File: src/prp_pkg.sv
// ----------------------------------------------------------------------------
// prp_pkg: shared types and constants for the point rotator
// Word layout between CORDIC cells, fixed widths, angle folding constants,
// arctangent table and the elaboration-time gain calculation.
// ----------------------------------------------------------------------------
package prp_pkg;

   localparam int COORD_W   = 20;   // Q16.4 coordinate
   localparam int DIFF_W    = 21;   // offset from pivot
   localparam int ANGLE_W   = 17;   // hundredths of a degree
   localparam int FOLD_W    = 18;   // folded angle arithmetic
   localparam int CORDIC_W  = 32;   // Q30 cos/sin and angle accumulator
   localparam int PROD_W    = DIFF_W + CORDIC_W;
   localparam int SUM_W     = PROD_W + 1;
   localparam int FRAC_Q    = 30;
   localparam int SHIFTED_W = SUM_W - FRAC_Q;
   localparam int RES_W     = SHIFTED_W + 1;
   localparam int ANGLE_SHIFT = 16;  // CORDIC units are 1/65536 hundredth degree
   localparam int TABLE_LEN = 24;

   localparam int CSR_W     = 20;
   localparam int CSR_IDX_W = 2;

   localparam logic [CSR_IDX_W-1:0] REG_PIVOT_X    = 2'd0;
   localparam logic [CSR_IDX_W-1:0] REG_PIVOT_Y    = 2'd1;
   localparam logic [CSR_IDX_W-1:0] REG_TURN_ANGLE = 2'd2;

   localparam logic signed [FOLD_W-1:0] FULL_TURN     = 18'sd36000;
   localparam logic signed [FOLD_W-1:0] TWO_TURNS     = 18'sd72000;
   localparam logic signed [FOLD_W-1:0] HALF_TURN     = 18'sd18000;
   localparam logic signed [FOLD_W-1:0] QUARTER_TURN  = 18'sd9000;
   localparam logic signed [FOLD_W-1:0] THREE_QUARTER = 18'sd27000;

   localparam logic signed [SUM_W-1:0] ROUND_HALF = 54'sd536870912;
   localparam logic signed [RES_W-1:0] COORD_MAX  = 25'sd524287;
   localparam logic signed [RES_W-1:0] COORD_MIN  = -25'sd524288;

   // atan(2^-i) in 1/65536 hundredth degree
   localparam logic signed [CORDIC_W-1:0] ATAN_UNITS [TABLE_LEN] = '{
      32'sd294912000, 32'sd174096719, 32'sd91987925, 32'sd46694507,
      32'sd23437865,  32'sd11730358,  32'sd5866610,  32'sd2933484,
      32'sd1466765,   32'sd733385,    32'sd366693,   32'sd183346,
      32'sd91673,     32'sd45837,     32'sd22918,    32'sd11459,
      32'sd5730,      32'sd2865,      32'sd1432,     32'sd716,
      32'sd358,       32'sd179,       32'sd90,       32'sd45
   };

   typedef struct packed {
      logic signed [CORDIC_W-1:0] x;
      logic signed [CORDIC_W-1:0] y;
      logic signed [CORDIC_W-1:0] z;
      logic signed [DIFF_W-1:0]   dx;
      logic signed [DIFF_W-1:0]   dy;
   } prp_word_type;

   function automatic logic [63:0] isqrt64(logic [63:0] v);
      logic [63:0] res;
      logic [63:0] rem;
      logic [63:0] bit_w;
      res   = 64'd0;
      rem   = v;
      bit_w = 64'd1 << 62;
      while (bit_w > rem)
         bit_w = bit_w >> 2;
      while (bit_w != 64'd0) begin
         if (rem >= res + bit_w) begin
            rem = rem - (res + bit_w);
            res = (res >> 1) + bit_w;
         end else begin
            res = res >> 1;
         end
         bit_w = bit_w >> 2;
      end
      return res;
   endfunction

   // Q30 reciprocal of the CORDIC gain, rounded; long division by shift/subtract
   function automatic logic [63:0] gain_q30(int stages);
      logic [63:0] p;
      logic [63:0] g;
      logic [63:0] num;
      logic [63:0] rem;
      logic [63:0] quo;
      p = 64'd1 << 60;
      for (int i = 0; i < stages; i++)
         p = p + (p >> (2 * i));
      g   = isqrt64(p);
      num = (64'd1 << 60) + (g >> 1);
      rem = 64'd0;
      quo = 64'd0;
      for (int b = 63; b >= 0; b--) begin
         rem = {rem[62:0], num[b]};
         if (rem >= g) begin
            rem    = rem - g;
            quo[b] = 1'b1;
         end
      end
      return quo;
   endfunction

endpackage

File: src/prp_cell.sv
// ----------------------------------------------------------------------------
// prp_cell: one CORDIC rotation cell
// Rotates the vector by +/- atan(2^-SHIFT) toward a zero residual angle and
// carries the pivot offsets along to the next cell.
// ----------------------------------------------------------------------------
module prp_cell #(
   parameter int SHIFT = 0
) (
   input  logic                   clock,
   input  logic                   reset,
   input  logic                   in_valid,
   output logic                   in_ready,
   input  prp_pkg::prp_word_type  in_word,
   output logic                   out_valid,
   input  logic                   out_ready,
   output prp_pkg::prp_word_type  out_word
);
   import prp_pkg::*;

   logic                         valid_ff, valid_in;
   prp_word_type                 word_ff, word_in;
   logic signed [CORDIC_W-1:0]   x_sh, y_sh;

   assign in_ready = !valid_ff || out_ready;
   assign valid_in = in_ready ? in_valid : valid_ff;

   assign x_sh = $signed(in_word.x) >>> SHIFT;
   assign y_sh = $signed(in_word.y) >>> SHIFT;

   always_comb begin
      word_in = in_word;
      if (!in_word.z[CORDIC_W-1]) begin
         word_in.x = in_word.x - y_sh;
         word_in.y = in_word.y + x_sh;
         word_in.z = in_word.z - ATAN_UNITS[SHIFT];
      end else begin
         word_in.x = in_word.x + y_sh;
         word_in.y = in_word.y - x_sh;
         word_in.z = in_word.z + ATAN_UNITS[SHIFT];
      end
   end

   always_ff @(posedge clock) begin
      if (reset)
         valid_ff <= 1'b0;
      else
         valid_ff <= valid_in;
      if (in_ready && in_valid)
         word_ff <= word_in;
   end

   assign out_valid = valid_ff;
   assign out_word  = word_ff;

endmodule

File: config.mk
export PLATFORM = sky130hd
export DESIGN_NAME = prp_cell
export DESIGN_NICKNAME = d
export VERILOG_FILES = /design/src/prp_pkg.sv /design/src/prp_cell.sv
export SDC_FILE = /design/constraint.sdc
export NUM_CORES = 1
export LEC_CHECK = 0
export ABC_CLOCK_PERIOD_IN_PS = 6430
export BUFFER_PORTS_ARGS = -buffer_cell sky130_fd_sc_hd__buf_4
export CORE_ASPECT_RATIO = 1.75
export CORE_MARGIN = 10
export CORE_UTILIZATION = 35
export CTS_BUF_LIST = sky130_fd_sc_hd__clkbuf_4
export CTS_CLUSTER_DIAMETER = 150
export DETAILED_ROUTE_END_ITERATION = 16
export HOLD_SLACK_MARGIN = 0.1
export SYNTH_ARGS = -nofsm -noshare
export SYNTH_HDL_FRONTEND = slang
export SYNTH_SLANG_ARGS = --single-unit
File: constraint.sdc
create_clock -name clock -period 6.43 [get_ports clock]
set_input_delay 1.286 -clock clock [delete_from_list [all_inputs] [get_ports clock]]
set_output_delay 1.286 -clock clock [all_outputs]
set_load 0.05 [all_outputs]
After elaboration in Yosys (flattened, before gate mapping)
Index checks and enable logic that the tools add are counted.
- bits in registers: 139
- word-level logic and storage cells: 15
- input bits: 142
- $add $sub $neg: 5
- reductions and logical operators: 3
- multiplexer cells: 1
- operator list (operator ; count):
    $mux 96 ; 1
    $sub 32x32->32 ; 2
    $add 32x30->32 const B ; 1
    $add 32x32->32 ; 1
    $sub 32x30->32 const B ; 1
    $logic_and 1x1->1 ; 1
    $logic_not 1->1 ; 1
    $logic_or 1x1->1 ; 1

Longest topological paths before layout
- word-level depth: 3
- mapped depth: 14
- gate-level depth less buffers: 12

Worst setup path before layout
Ideal clock, no wire load.
- kind: input to register
- start point: input port out_ready
- end point: register word_ff, in the netlist out_word[0], enable pin
- path buffers: 0
- required time: 5.918 ns
- arrival: 4.966 ns
- setup slack: 0.952 ns
- cell stages on the path: 2
- cell sequence: nand2b_1 and2_1
- word-level cells in the longest chain between the ends: 2
- RTL lines (what ; line ; text):
    from (decl) ; prp_cell.sv:15 ; input logic out_ready,
    $logic_or 1x1->1 ; prp_cell.sv:24 ; assign in_ready = !valid_ff || out_ready;
    $logic_and 1x1->1 ; prp_cell.sv:48 ; if (in_ready && in_valid)
    to (signal assigned) ; prp_cell.sv:49 ; word_ff <= word_in;
    to (decl) ; prp_cell.sv:21 ; prp_word_type word_ff, word_in;
Every way passes these cells.
A chain may end at the register's enable or synchronous reset.

==> results.cfg <==
[sta]
layout_worst_path_cycle_share_pct = 64.6
rsz0062_at_grt = no
slew_viol_final = 0
finalHoldViolCount = 0
hold_ws_ns = 0.658
relSlewSlack_pct = 37.3
fin_worst_skew_ns = 0.0276
finalSetupTns_ns = 0
clock.fmax_mhz = 241
worst_slew_pin_slew_ns = 0.940
layout_setup_ws_ns = 2.28
min_period_ns = 4.15
setup_violations = 0

[yosys]
ys_warn_count = 0
syn_inst = 1018
synth_top_family_by_area = compound AO/OA/AOI/OAI gates
yosys.area_share.adder_pct = 14.1
synth_compound_area_share_pct = 20.0
syn-num-nets = 1270
synth.cell_area_sq_um = 9950
synthFlopType = edfxtp_1
yosysUniqueCellTypes = 75
ys_seq_area_share_pct = 41.5
synth_edf_count = 137
async_flop_share_pct = 0
synthMuxAreaShare_pct = 1.21
avgSynthCellArea_sq_um = 9.78
synth-xor-area-share_pct = 6.34
ys_ff_latch = 138
yosys.area_share.simple_pct = 11.2

[setup_path]
cp_slowest_stage_delay_ns = 0.68
critPathMaxFanout = 82
critical_path_class = primary input to flip-flop
cpLargestDelayFamily = compound AO/OA/AOI/OAI gates
crit_slowest_cell = buf_4
crit_chain = buf_4, inv_1, buf_4, ha_1, a21oi_1, nor2b_1, o21a_1, o311ai_1, a21oi_1, o21a_1, o41a_1, xor2_1
cp_num_buf_inv = 3
end_kind = flip-flop
required_ns = 6.79
worst_setup_path_start_kind = primary input
worstPathArrival_ns = 4.51

[cts]
cts_buffers = 17
htree_levels = 4
cts_hold_buf = 0
cts.clk_slew.worst_paths_ns = 0.13
cts_max_path_buffers = 2
cts_root_buf = clkbuf_4
insertion_delay_ns = 0.60
cts_resized = 0
clkSinkCount = 138
post_cts_buffers = 0
cts_tree = built

[placement]
port_buffers = 281
gp_congestion = 0.960
dp_hpwl_mm = 30.6
place_ws_ns = 1.64

[detailed_routing]
dr_wl_met3_mm = 2.21
via_per_inst = 5.31
highest_layer = met4
wire_per_inst_microns = 22.2
drt.antenna.violating_nets = 0
wl_mm = 37.0
drt-pass1-iter-count = 5
num_vias = 8837
routed-wl-met2_mm = 20.6
wl_met1_mm = 12.2
drt_iter0_markers = 496
drc_errors = 0

[finish]
fin_util_pct = 45.2
layout_common_cells = buf_4, edfxtp_1, a21oi_1, ha_1, inv_1
final_common_cell = buf_4
multi_input_area_sq_um = 5270
drive_above_1_share_pct = 25.9
final_nets = 1530
area_delta_synth_final_pct = 27.1
ff_latch_area_sq_um = 4130
n_fill_cell = 2739

[die]
core_area_sq_um = 28000
start_util_pct = 35.6
dieArea_sq_um = 35800
fp.dieW_microns = 147
die_h_microns = 243
row_count = 81
io_pins = 282

[power_and_ir_drop]
peakVddDrop_uv = 103
p_per_area_nw_per_um2 = 230
p_leak_nw = 5.53

[global_routing]
grt_antenna_before_repair = 1
grtUsageTotal_pct = 19.9
grt_pass1_vias = 9209
grt_remaining_overflow = 0
grt_max_degree = 83
grt_pass1_wl_mm = 54.1

[run_status]
status = finished clean

[run]
cap_violations = 0

[min_path]
hp-class = flip-flop to flip-flop
[cell usage after synthesis (all sizes together) (3+ instances only)]
master,number,area share [%]
a2111oi,4,0.35
a211o,5,0.44
a211oi,11,0.88
a21boi,3,0.23
a21o,18,1.4
a21oi,114,5.8
a22oi,4,0.30
a31o,4,0.44
a31oi,16,1.1
a41oi,3,0.26
and2,4,0.25
buf,23,1.1
clkbuf,20,0.75
edfxtp,137,41
fa,4,0.80
ha,106,13
inv,96,3.6
mux2i,12,1.2
nand2,43,1.6
nand2b,13,0.82
nand3,11,0.55
nand4,14,0.88
nor2,85,3.2
nor2b,16,1.0
nor3,11,0.55
nor4,8,0.50
o211ai,5,0.38
o21a,9,0.68
o21ai,69,3.5
o21bai,18,1.4
o221ai,3,0.26
o22ai,4,0.25
o311ai,3,0.26
o31ai,7,0.53
or2,6,0.40
or3,3,0.19
xnor2,59,5.2
xor2,13,1.1
[path summary, 6_finish.rpt]
path	slack [ns]	to	start	depth (start not counted)
worst max-delay path	2.28	out_word[72]$_DFFE_PP_	in_word[73]	12
worst min-delay path	0.66	out_valid$_SDFFE_PP0N_	out_valid$_SDFFE_PP0N_	2
worst max register to register	4.05	out_word[86]$_DFFE_PP_	out_valid$_SDFFE_PP0N_	3
worst min register to register	0.66	out_valid$_SDFFE_PP0N_	out_valid$_SDFFE_PP0N_	2
[registers in the layout, indices dropped and copies added, names as in the netlist]
register / cells
out_valid: 1
out_word: 137
[metrics by stage]
| step | instance area [sq um] | power (mW) | std cells |
|---|---|---|---|
| finish | 12600 | 2.91 | 1665 |
| global placement | 12400 | 2.36 | 1632 |
| floorplan | 9950 | 1.95 | 1018 |
| global route | 12600 | 3.05 | 1665 |
| detailed placement | 12400 | 2.37 | 1632 |
| CTS | 12600 | 2.95 | 1664 |
[cells by family (layout without fill, tap and decap cells)]
kind of cell	Yosys count	in the layout
adders and majority gates	110	110
xor gates and xnor gates	72	72
other	0	1
muxes	12	12
and+or+nand+nor	227	227
AOI/OAI and AO/OA	318	318
buffers and inverters	141	414
DFF	138	138
[area by class of cell]
cell class	instances	share of cell area, %
diodes	1	0.0198
well taps	373	3.69
clock inverters	14	1.16
multi-input cells	739	41.6
repair buffers	284	16.9
inverters	98	2.91
flip-flops and latches	138	32.7
clock buffers	18	1.07
[power by group]
part           switching (mW)  total, mW  leakage [nW]  internal, mW
Combinational           0.804       1.19          4.04         0.390
Sequential             0.0304       1.15          1.33          1.12
Clock                   0.337      0.573         0.149         0.236
[per-layer routing]
metal	up-vias	track usage, %
li1	4189	-
met1	4160	17.2
met2	398	39.3
met3	90	4.90
met4	0	11.2
met5	-	0
[worst reg2reg max path: cells and delay by family, from the launching register on]
family	cells	cell delay, ns
buffers and inverters	1	0.73
DFF	1	0.33
and+or+nand+nor	2	0.93
(Power assumes the default switching activity.)
