<file path="src/prp_pkg.sv">
// ----------------------------------------------------------------------------
// prp_pkg: shared types and constants for the point rotator
// Word layout between CORDIC cells, fixed widths, angle folding constants,
// arctangent table and the elaboration-time gain calculation.
// ----------------------------------------------------------------------------
package prp_pkg;

   localparam int COORD_W   = 20;   // Q16.4 coordinate
   localparam int DIFF_W    = 21;   // offset from pivot
   localparam int ANGLE_W   = 17;   // hundredths of a degree
   localparam int FOLD_W    = 18;   // folded angle arithmetic
   localparam int CORDIC_W  = 32;   // Q30 cos/sin and angle accumulator
   localparam int PROD_W    = DIFF_W + CORDIC_W;
   localparam int SUM_W     = PROD_W + 1;
   localparam int FRAC_Q    = 30;
   localparam int SHIFTED_W = SUM_W - FRAC_Q;
   localparam int RES_W     = SHIFTED_W + 1;
   localparam int ANGLE_SHIFT = 16;  // CORDIC units are 1/65536 hundredth degree
   localparam int TABLE_LEN = 24;

   localparam int CSR_W     = 20;
   localparam int CSR_IDX_W = 2;

   localparam logic [CSR_IDX_W-1:0] REG_PIVOT_X    = 2'd0;
   localparam logic [CSR_IDX_W-1:0] REG_PIVOT_Y    = 2'd1;
   localparam logic [CSR_IDX_W-1:0] REG_TURN_ANGLE = 2'd2;

   localparam logic signed [FOLD_W-1:0] FULL_TURN     = 18'sd36000;
   localparam logic signed [FOLD_W-1:0] TWO_TURNS     = 18'sd72000;
   localparam logic signed [FOLD_W-1:0] HALF_TURN     = 18'sd18000;
   localparam logic signed [FOLD_W-1:0] QUARTER_TURN  = 18'sd9000;
   localparam logic signed [FOLD_W-1:0] THREE_QUARTER = 18'sd27000;

   localparam logic signed [SUM_W-1:0] ROUND_HALF = 54'sd536870912;
   localparam logic signed [RES_W-1:0] COORD_MAX  = 25'sd524287;
   localparam logic signed [RES_W-1:0] COORD_MIN  = -25'sd524288;

   // atan(2^-i) in 1/65536 hundredth degree
   localparam logic signed [CORDIC_W-1:0] ATAN_UNITS [TABLE_LEN] = '{
      32'sd294912000, 32'sd174096719, 32'sd91987925, 32'sd46694507,
      32'sd23437865,  32'sd11730358,  32'sd5866610,  32'sd2933484,
      32'sd1466765,   32'sd733385,    32'sd366693,   32'sd183346,
      32'sd91673,     32'sd45837,     32'sd22918,    32'sd11459,
      32'sd5730,      32'sd2865,      32'sd1432,     32'sd716,
      32'sd358,       32'sd179,       32'sd90,       32'sd45
   };

   typedef struct packed {
      logic signed [CORDIC_W-1:0] x;
      logic signed [CORDIC_W-1:0] y;
      logic signed [CORDIC_W-1:0] z;
      logic signed [DIFF_W-1:0]   dx;
      logic signed [DIFF_W-1:0]   dy;
   } prp_word_type;

   function automatic logic [63:0] isqrt64(logic [63:0] v);
      logic [63:0] res;
      logic [63:0] rem;
      logic [63:0] bit_w;
      res   = 64'd0;
      rem   = v;
      bit_w = 64'd1 << 62;
      while (bit_w > rem)
         bit_w = bit_w >> 2;
      while (bit_w != 64'd0) begin
         if (rem >= res + bit_w) begin
            rem = rem - (res + bit_w);
            res = (res >> 1) + bit_w;
         end else begin
            res = res >> 1;
         end
         bit_w = bit_w >> 2;
      end
      return res;
   endfunction

   // Q30 reciprocal of the CORDIC gain, rounded; long division by shift/subtract
   function automatic logic [63:0] gain_q30(int stages);
      logic [63:0] p;
      logic [63:0] g;
      logic [63:0] num;
      logic [63:0] rem;
      logic [63:0] quo;
      p = 64'd1 << 60;
      for (int i = 0; i < stages; i++)
         p = p + (p >> (2 * i));
      g   = isqrt64(p);
      num = (64'd1 << 60) + (g >> 1);
      rem = 64'd0;
      quo = 64'd0;
      for (int b = 63; b >= 0; b--) begin
         rem = {rem[62:0], num[b]};
         if (rem >= g) begin
            rem    = rem - g;
            quo[b] = 1'b1;
         end
      end
      return quo;
   endfunction

endpackage

</file>
<file path="src/prp_entry.sv">
// ----------------------------------------------------------------------------
// prp_entry: angle fold and pivot offset
// Folds the turn angle into [-90, 90] degrees, loads the CORDIC start vector
// and forms the pivot offsets, negated when the half-turn flip applies.
// ----------------------------------------------------------------------------
module prp_entry #(
   parameter logic signed [31:0] GAIN_Q30 = 32'(prp_pkg::gain_q30(16))
) (
   input  logic                                  clock,
   input  logic                                  reset,
   input  logic                                  in_valid,
   output logic                                  in_ready,
   input  logic signed [prp_pkg::COORD_W-1:0]    point_x,
   input  logic signed [prp_pkg::COORD_W-1:0]    point_y,
   input  logic signed [prp_pkg::COORD_W-1:0]    pivot_x,
   input  logic signed [prp_pkg::COORD_W-1:0]    pivot_y,
   input  logic signed [prp_pkg::ANGLE_W-1:0]    turn_angle,
   output logic                                  out_valid,
   input  logic                                  out_ready,
   output prp_pkg::prp_word_type                 out_word
);
   import prp_pkg::*;

   logic                       valid_ff, valid_in;
   prp_word_type               word_ff, word_in;
   logic signed [FOLD_W-1:0]   ang, r, a;
   logic                       flip;
   logic signed [DIFF_W-1:0]   diff_x, diff_y;

   assign in_ready = !valid_ff || out_ready;
   assign valid_in = in_ready ? in_valid : valid_ff;

   always_comb begin
      ang = FOLD_W'(turn_angle);
      if (ang < -FULL_TURN)
         r = ang + TWO_TURNS;
      else if (ang < 18'sd0)
         r = ang + FULL_TURN;
      else if (ang >= FULL_TURN)
         r = ang - FULL_TURN;
      else
         r = ang;

      flip = 1'b0;
      if (r > THREE_QUARTER) begin
         a = r - FULL_TURN;
      end else if (r > QUARTER_TURN) begin
         a    = r - HALF_TURN;
         flip = 1'b1;
      end else begin
         a = r;
      end

      diff_x = DIFF_W'(point_x) - DIFF_W'(pivot_x);
      diff_y = DIFF_W'(point_y) - DIFF_W'(pivot_y);

      // negating the offset is the same as negating cos and sin
      word_in.x  = GAIN_Q30;
      word_in.y  = '0;
      word_in.z  = CORDIC_W'(a) <<< ANGLE_SHIFT;
      word_in.dx = flip ? (DIFF_W'(0) - diff_x) : diff_x;
      word_in.dy = flip ? (DIFF_W'(0) - diff_y) : diff_y;
   end

   always_ff @(posedge clock) begin
      if (reset)
         valid_ff <= 1'b0;
      else
         valid_ff <= valid_in;
      if (in_ready && in_valid)
         word_ff <= word_in;
   end

   assign out_valid = valid_ff;
   assign out_word  = word_ff;

endmodule

</file>
<file path="config.mk">
export PLATFORM = sky130hd
export DESIGN_NAME = prp_entry
export DESIGN_NICKNAME = d
export VERILOG_FILES = /design/src/prp_pkg.sv /design/src/prp_entry.sv
export SDC_FILE = /design/constraint.sdc
export NUM_CORES = 1
export LEC_CHECK = 0
export BUFFER_PORTS_ARGS = -buffer_cell sky130_fd_sc_hd__buf_2
export CELL_PAD_IN_SITES_DETAIL_PLACEMENT = 1
export CELL_PAD_IN_SITES_GLOBAL_PLACEMENT = 1
export CORE_AREA = 2 2 105 183
export DETAILED_ROUTE_END_ITERATION = 10
export DIE_AREA = 0 0 107 185
export GPL_ROUTABILITY_DRIVEN = 0
export PLACE_DENSITY_LB_ADDON = 0.15
export RECOVER_POWER = 25
export SKIP_CTS_REPAIR_TIMING = 1
export SLEW_MARGIN = 20
export SYNTH_ARGS = -nofsm -noshare
export SYNTH_HDL_FRONTEND = slang
export SYNTH_SLANG_ARGS = --single-unit
</file>
<file path="constraint.sdc">
create_clock -name clock -period 10.1 [get_ports clock]
set_clock_uncertainty 0.2 [all_clocks]
set_input_delay 2.02 -clock clock [delete_from_list [all_inputs] [get_ports clock]]
set_output_delay 2.02 -clock clock [all_outputs]
set_load 0.01 [all_outputs]
</file>
Word-level counts from Yosys, hierarchy flattened

Cells that the tools add are included.

Add/sub/neg operators: 9
Mux-type cells: 9
Magnitude comparators: 5
Reduce and logical (&&, ||, !) cells: 3

Operators by type and width:

| kind                                                                           | count |
|---|---|
| 18-bit two-way mux                                                             | 3 |
| 21-bit two-way mux                                                             | 2 |
| 1-bit by 21-bit subtractor with 21-bit output (first input constant)           | 2 |
| 20-bit by 20-bit subtractor with 21-bit output                                 | 2 |
| 16-bit two-way mux                                                             | 2 |
| 16-bit subtractor (second input constant)                                      | 2 |
| 17-bit by 17-bit adder with 18-bit output (second input constant)              | 1 |
| 17-bit by 18-bit adder with 18-bit output (second input constant)              | 1 |
| 18-bit by 15-bit > comparator with 1-bit output (second input constant)        | 1 |
| 18-bit by 16-bit > comparator with 1-bit output (second input constant)        | 1 |
| 17-bit by 17-bit subtractor with 18-bit output (second input constant)         | 1 |
| 17-bit >= comparator (second input constant)                                   | 1 |
| 17-bit by 1-bit less-than comparator with 1-bit output (second input constant) | 1 |
| 17-bit less-than comparator (second input constant)                            | 1 |
| 1-bit two-way mux                                                              | 2 |
| 1-bit logical AND                                                              | 1 |
| 1-bit zero test                                                                | 1 |
| 1-bit logical OR                                                               | 1 |

Output and inout port bits: 140
Word-level logic and storage cells: 30
Register bits after elaboration: 59
Input bits: 101

Longest topological paths before layout

Depth after elaboration: 8
Depth in mapped cells: 18
Mapped depth without buffers: 16

Worst setup path after synthesis

No wires, ideal clock.

Kind: input to register
Start: input turn_angle[6] in the netlist's numbering
End: register word_ff, in the netlist out_word[71], data pin
Library setup time: 203 ps
Data required time: 9697 ps
Stages on the path: 17
Arrival: 5359 ps
Buffers on the path: 1
Path slack: 4338 ps
Cells stage by stage: inv_1 -> ha_1 -> and3b_1 -> and4_1 -> buf_4 -> a211oi_2 -> nor3_1 -> nor2_1 -> inv_1 -> ha_1 -> nand2_1 -> o211ai_2 -> a211o_1 -> a221oi_2 -> nor3_2 -> o311a_1 -> a2111oi_1

Longest elaborated chain between the ends: 7
Elaborated cells on any way between the ends: 15
Those cells by class: 5 x add/sub; 5 x order compare; 5 x mux

Ends and longest elaborated chain:

| what                                                                                   | RTL line                         | RTL |
|---|---|---|
| start, declared                                                                        | prp_entry.sv:17                  | `input logic signed [prp_pkg::ANGLE_W-1:0] turn_angle,` |
| 17-bit by 17-bit subtractor with 18-bit output or 17-bit >= comparator (tied branches) | prp_entry.sv:40, prp_entry.sv:39 |  |
| 18-bit two-way mux                                                                     | prp_entry.sv:39                  | `else if (ang >= FULL_TURN)` |
| 18-bit two-way mux                                                                     | prp_entry.sv:37                  | `else if (ang < 18'sd0)` |
| 18-bit two-way mux (*)                                                                 | prp_entry.sv:35                  | `if (ang < -FULL_TURN)` |
| 16-bit subtractor or 18-bit by 15-bit > comparator with 1-bit output (tied branches)   | prp_entry.sv:48, prp_entry.sv:47 |  |
| 16-bit two-way mux                                                                     | prp_entry.sv:47                  | `end else if (r > QUARTER_TURN) begin` |
| 16-bit two-way mux (*)                                                                 | prp_entry.sv:45                  | `if (r > THREE_QUARTER) begin` |
| via a[13]                                                                              | prp_entry.sv:26                  | `logic signed [FOLD_W-1:0] ang, r, a;` |
| end signal, assigned                                                                   | prp_entry.sv:71                  | `word_ff <= word_in;` |
| end, declared                                                                          | prp_entry.sv:25                  | `prp_word_type word_ff, word_in;` |

The timed path passes the listed nets; every way through them passes the cells marked *.
A chain may end at the register's enable or synchronous reset.

Worst setup path after layout

Ends and elaborated chain as after synthesis.

==> results.tsv <==
stage	metric	value	unit
outcome	status	finished, final reports clean	
logic_synthesis	syn_area	7346	sq um
cells_and_area	stdcell_count	1272	
sta	setup_slack	3657	ps
sta	hold_viol_final	0	
sta	worst_pin_slew	830.3	ps
critical_path	crit_type	input pin to flip-flop	
routing	top_layer_used	met4	
floorplan	initial_utilization	0.3989	
critical_path	endpoint_kind	flip-flop	
sta	period_share	0.6379	
sta	finalSetupTns	0	ps
routing	detailedRoute.firstIterationViolations	235	
cts	clock_sinks	59	
floorplan	die_y	185	um
routing	routed-wl-met3	831	um
grt	grt_max_degree	59	
power_and_ir_drop	ir_worst_vdd	0.07108	mV
routing	drc	0	
routing	via_per_inst	5.436	
power_and_ir_drop	report.power.total	1.205	mW
cts	path_clk_slew	50	ps
logic_synthesis	synth_cell_type_count	94	
logic_synthesis	postSynth.asyncResetShare	0	
cts	root_buffer	clkbuf_16	
critical_path	cp.required	10020	ps
worst_hold_path	hp-class	flip-flop to flip-flop	
power_and_ir_drop	power_density	145.5	nW/um^2
cts	cts_made_buffers	9	
grt	grt_pass1_wl	34480	um
cts	cts_tree	yes	
cells_and_area	final_core_util	0.4498	
placement	placed_cells	1256	
logic_synthesis	synth_warnings	0	
routing	vias	6915	
cells_and_area	fillers	2405	
routing	routed_wl	22330	um
cells_and_area	area.sequential	1762	sq um
logic_synthesis	avgSynthCellArea	8.357	sq um
floorplan	die_area	19800	sq um
power_and_ir_drop	p_leak	3.640	nW
cells_and_area	final_area	8283	sq um
sta	finalMaxSlewViolations	0	
logic_synthesis	synth_top_cell_by_area	edfxtp_1	
grt	antenna_found_initial	0	
logic_synthesis	yosys.area.top_type_share	0.2371	
cts	h-tree-depth	3	
critical_path	cp_max_fo	9	
cells_and_area	final_layout_size_suffix_gt1_frac	0.1625	
routing	wl_met2	13270	um
critical_path	worst_setup_path_start_kind	input pin	
floorplan	die_w	107	um
sta	slew_headroom	0.4422	
cts	clk_latency	320	ps
logic_synthesis	synthCells	879	
grt	grt_pass1_vias	6983	
cts	cts_buffer_depth	2	
logic_synthesis	synth.yosys.seq_area_share	0.2398	
placement	post-place-ws	3375	ps
critical_path	critPathArrivalTime	6360	ps
placement	post-dp-hpwl	18370	um
floorplan	io_pins	241	
placement	dpl-instance-area	8048	sq um
routing	first_pass_iters	4	
grt	overflow	0	
logic_synthesis	synth_edf_count	58	
cells_and_area	syn2layout_area_growth	12.76	%
routing	wl_per_cell	17.55	um
routing	wl_met1	7264	um
grt	grt_use_total	0.2207	
run	drv_cap	0	
logic_synthesis	synthTopCellsByArea	edfxtp_1 (24%), ha_1 (9.4%), buf_4 (8.5%), xnor2_1 (5.0%), nor2_1 (3.9%)	
cells_and_area	multiInputGateArea	4886	sq um
sta	setup_viol	0	
cells_and_area	n_antenna_cell	0	
sta	max_freq	0.1552	GHz
logic_synthesis	ys_ff_latch	59	
sta	post-route-min-period	6443	ps
floorplan	core-area	18420	sq um
cells_and_area	num-nets-final	1187	
sta	timing.hold.ws	320.8	ps
sta	rsz0062_at_grt	false	
logic_synthesis	synthFlopType	edfxtp_1	
routing	drtAntennaViolNets	0	
floorplan	rows	66	
placement	port_buffers	160	
## worst paths after layout
check	endpoint	depth (start not counted)	from	slack (ps)
setup / recovery	out_word[71]	17	turn_angle[6]	3660
hold / removal	out_valid	2	out_valid	320
setup reg to reg	out_word[22]	3	out_valid	8340
hold reg to reg	out_valid	2	out_valid	320
## placed cells by master, fill, tap and decap left out, types with 4 or more instances in the layout
| cell type | count |
|---|---|
| a2111oi_0 | 4 |
| a211o_1 | 6 |
| a211oi_1 | 15 |
| a21o_1 | 18 |
| a21oi_1 | 52 |
| a31oi_1 | 12 |
| and2_1 | 10 |
| and3_1 | 14 |
| buf_2 | 119 |
| clkbuf_1 | 43 |
| clkbuf_16 | 9 |
| conb_1 | 80 |
| edfxtp_1 | 58 |
| ha_1 | 55 |
| inv_1 | 74 |
| mux2i_1 | 5 |
| nand2_1 | 39 |
| nand2b_1 | 10 |
| nand3_1 | 22 |
| nand4_1 | 9 |
| nor2_1 | 76 |
| nor2b_1 | 13 |
| nor3_1 | 29 |
| nor4_1 | 11 |
| o211a_1 | 4 |
| o211ai_1 | 11 |
| o21a_1 | 13 |
| o21ai_0 | 32 |
| o21ai_1 | 4 |
| o21bai_1 | 4 |
| o311ai_0 | 6 |
| o31ai_1 | 6 |
| or2_2 | 8 |
| or3_1 | 9 |
| xnor2_1 | 42 |
| xor2_1 | 27 |
## cell families (layout without fill, tap and decap cells)
family,count (synthesis),in the layout,share of synthesized area
buffers and inverters,176,253,0.1366
DFF,59,59,0.2398
adders and majority gates,57,57,0.09913
AOI/OAI and AO/OA,236,236,0.2339
xor gates and xnor gates,70,70,0.08448
and+or+nand+nor,272,272,0.1952
muxes,7,7,0.009879
other,2,80,0.001022
## sequential cells by signal, summed over array words and instances, names as in the netlist
name	flops
out_word	58
out_valid	1
## routing by layer
metal / GRT usage / up-vias
li1: - / 3350
met1: 0.1949 / 3330
met2: 0.4675 / 179
met3: 0.02533 / 56
met4: 0.1106 / 0
met5: 0 / -
## cell type report
| class | count | area share |
|---|---|---|
| Multi-Input combinational cell | 722 | 0.5899 |
| Sequential cell | 59 | 0.2127 |
| Timing Repair Buffer | 162 | 0.09230 |
| Tap cell | 238 | 0.03595 |
| Inverter | 75 | 0.03459 |
| Clock buffer | 11 | 0.02810 |
| Clock inverter | 5 | 0.006495 |
## cell usage after synthesis, drive strengths merged (12+ instances only)
cell type	n
a21o	18
xor2	28
and3	14
nand2	39
xnor2	42
a211oi	16
nand3	23
o211ai	12
o21a	13
buf	94
nor2	76
o21ai	36
ha	55
a21oi	54
nor4	13
nor2b	13
nor3	30
a31oi	13
inv	74
edfxtp	58
## worst max-delay path, cell delays in order
cell and delay (ps):
buf_2 160, inv_1 100, ha_1 270, a211oi_1 410
a211oi_1 200, a211oi_2 470, nor3_1 120, nor2_1 330
inv_1 200, ha_1 250, nand2_1 80, o211ai_2 80
a211o_1 340, a221oi_2 420, nor3_2 210, o311a_1 360
a2111oi_1 350
## power breakdown
group          internal (mW)  switching, mW
sequential             0.350         0.0191
combinational          0.206          0.333
clock                  0.190          0.107
total                  0.746          0.459
No activity file was read; power rests on OpenSTA's default activity.
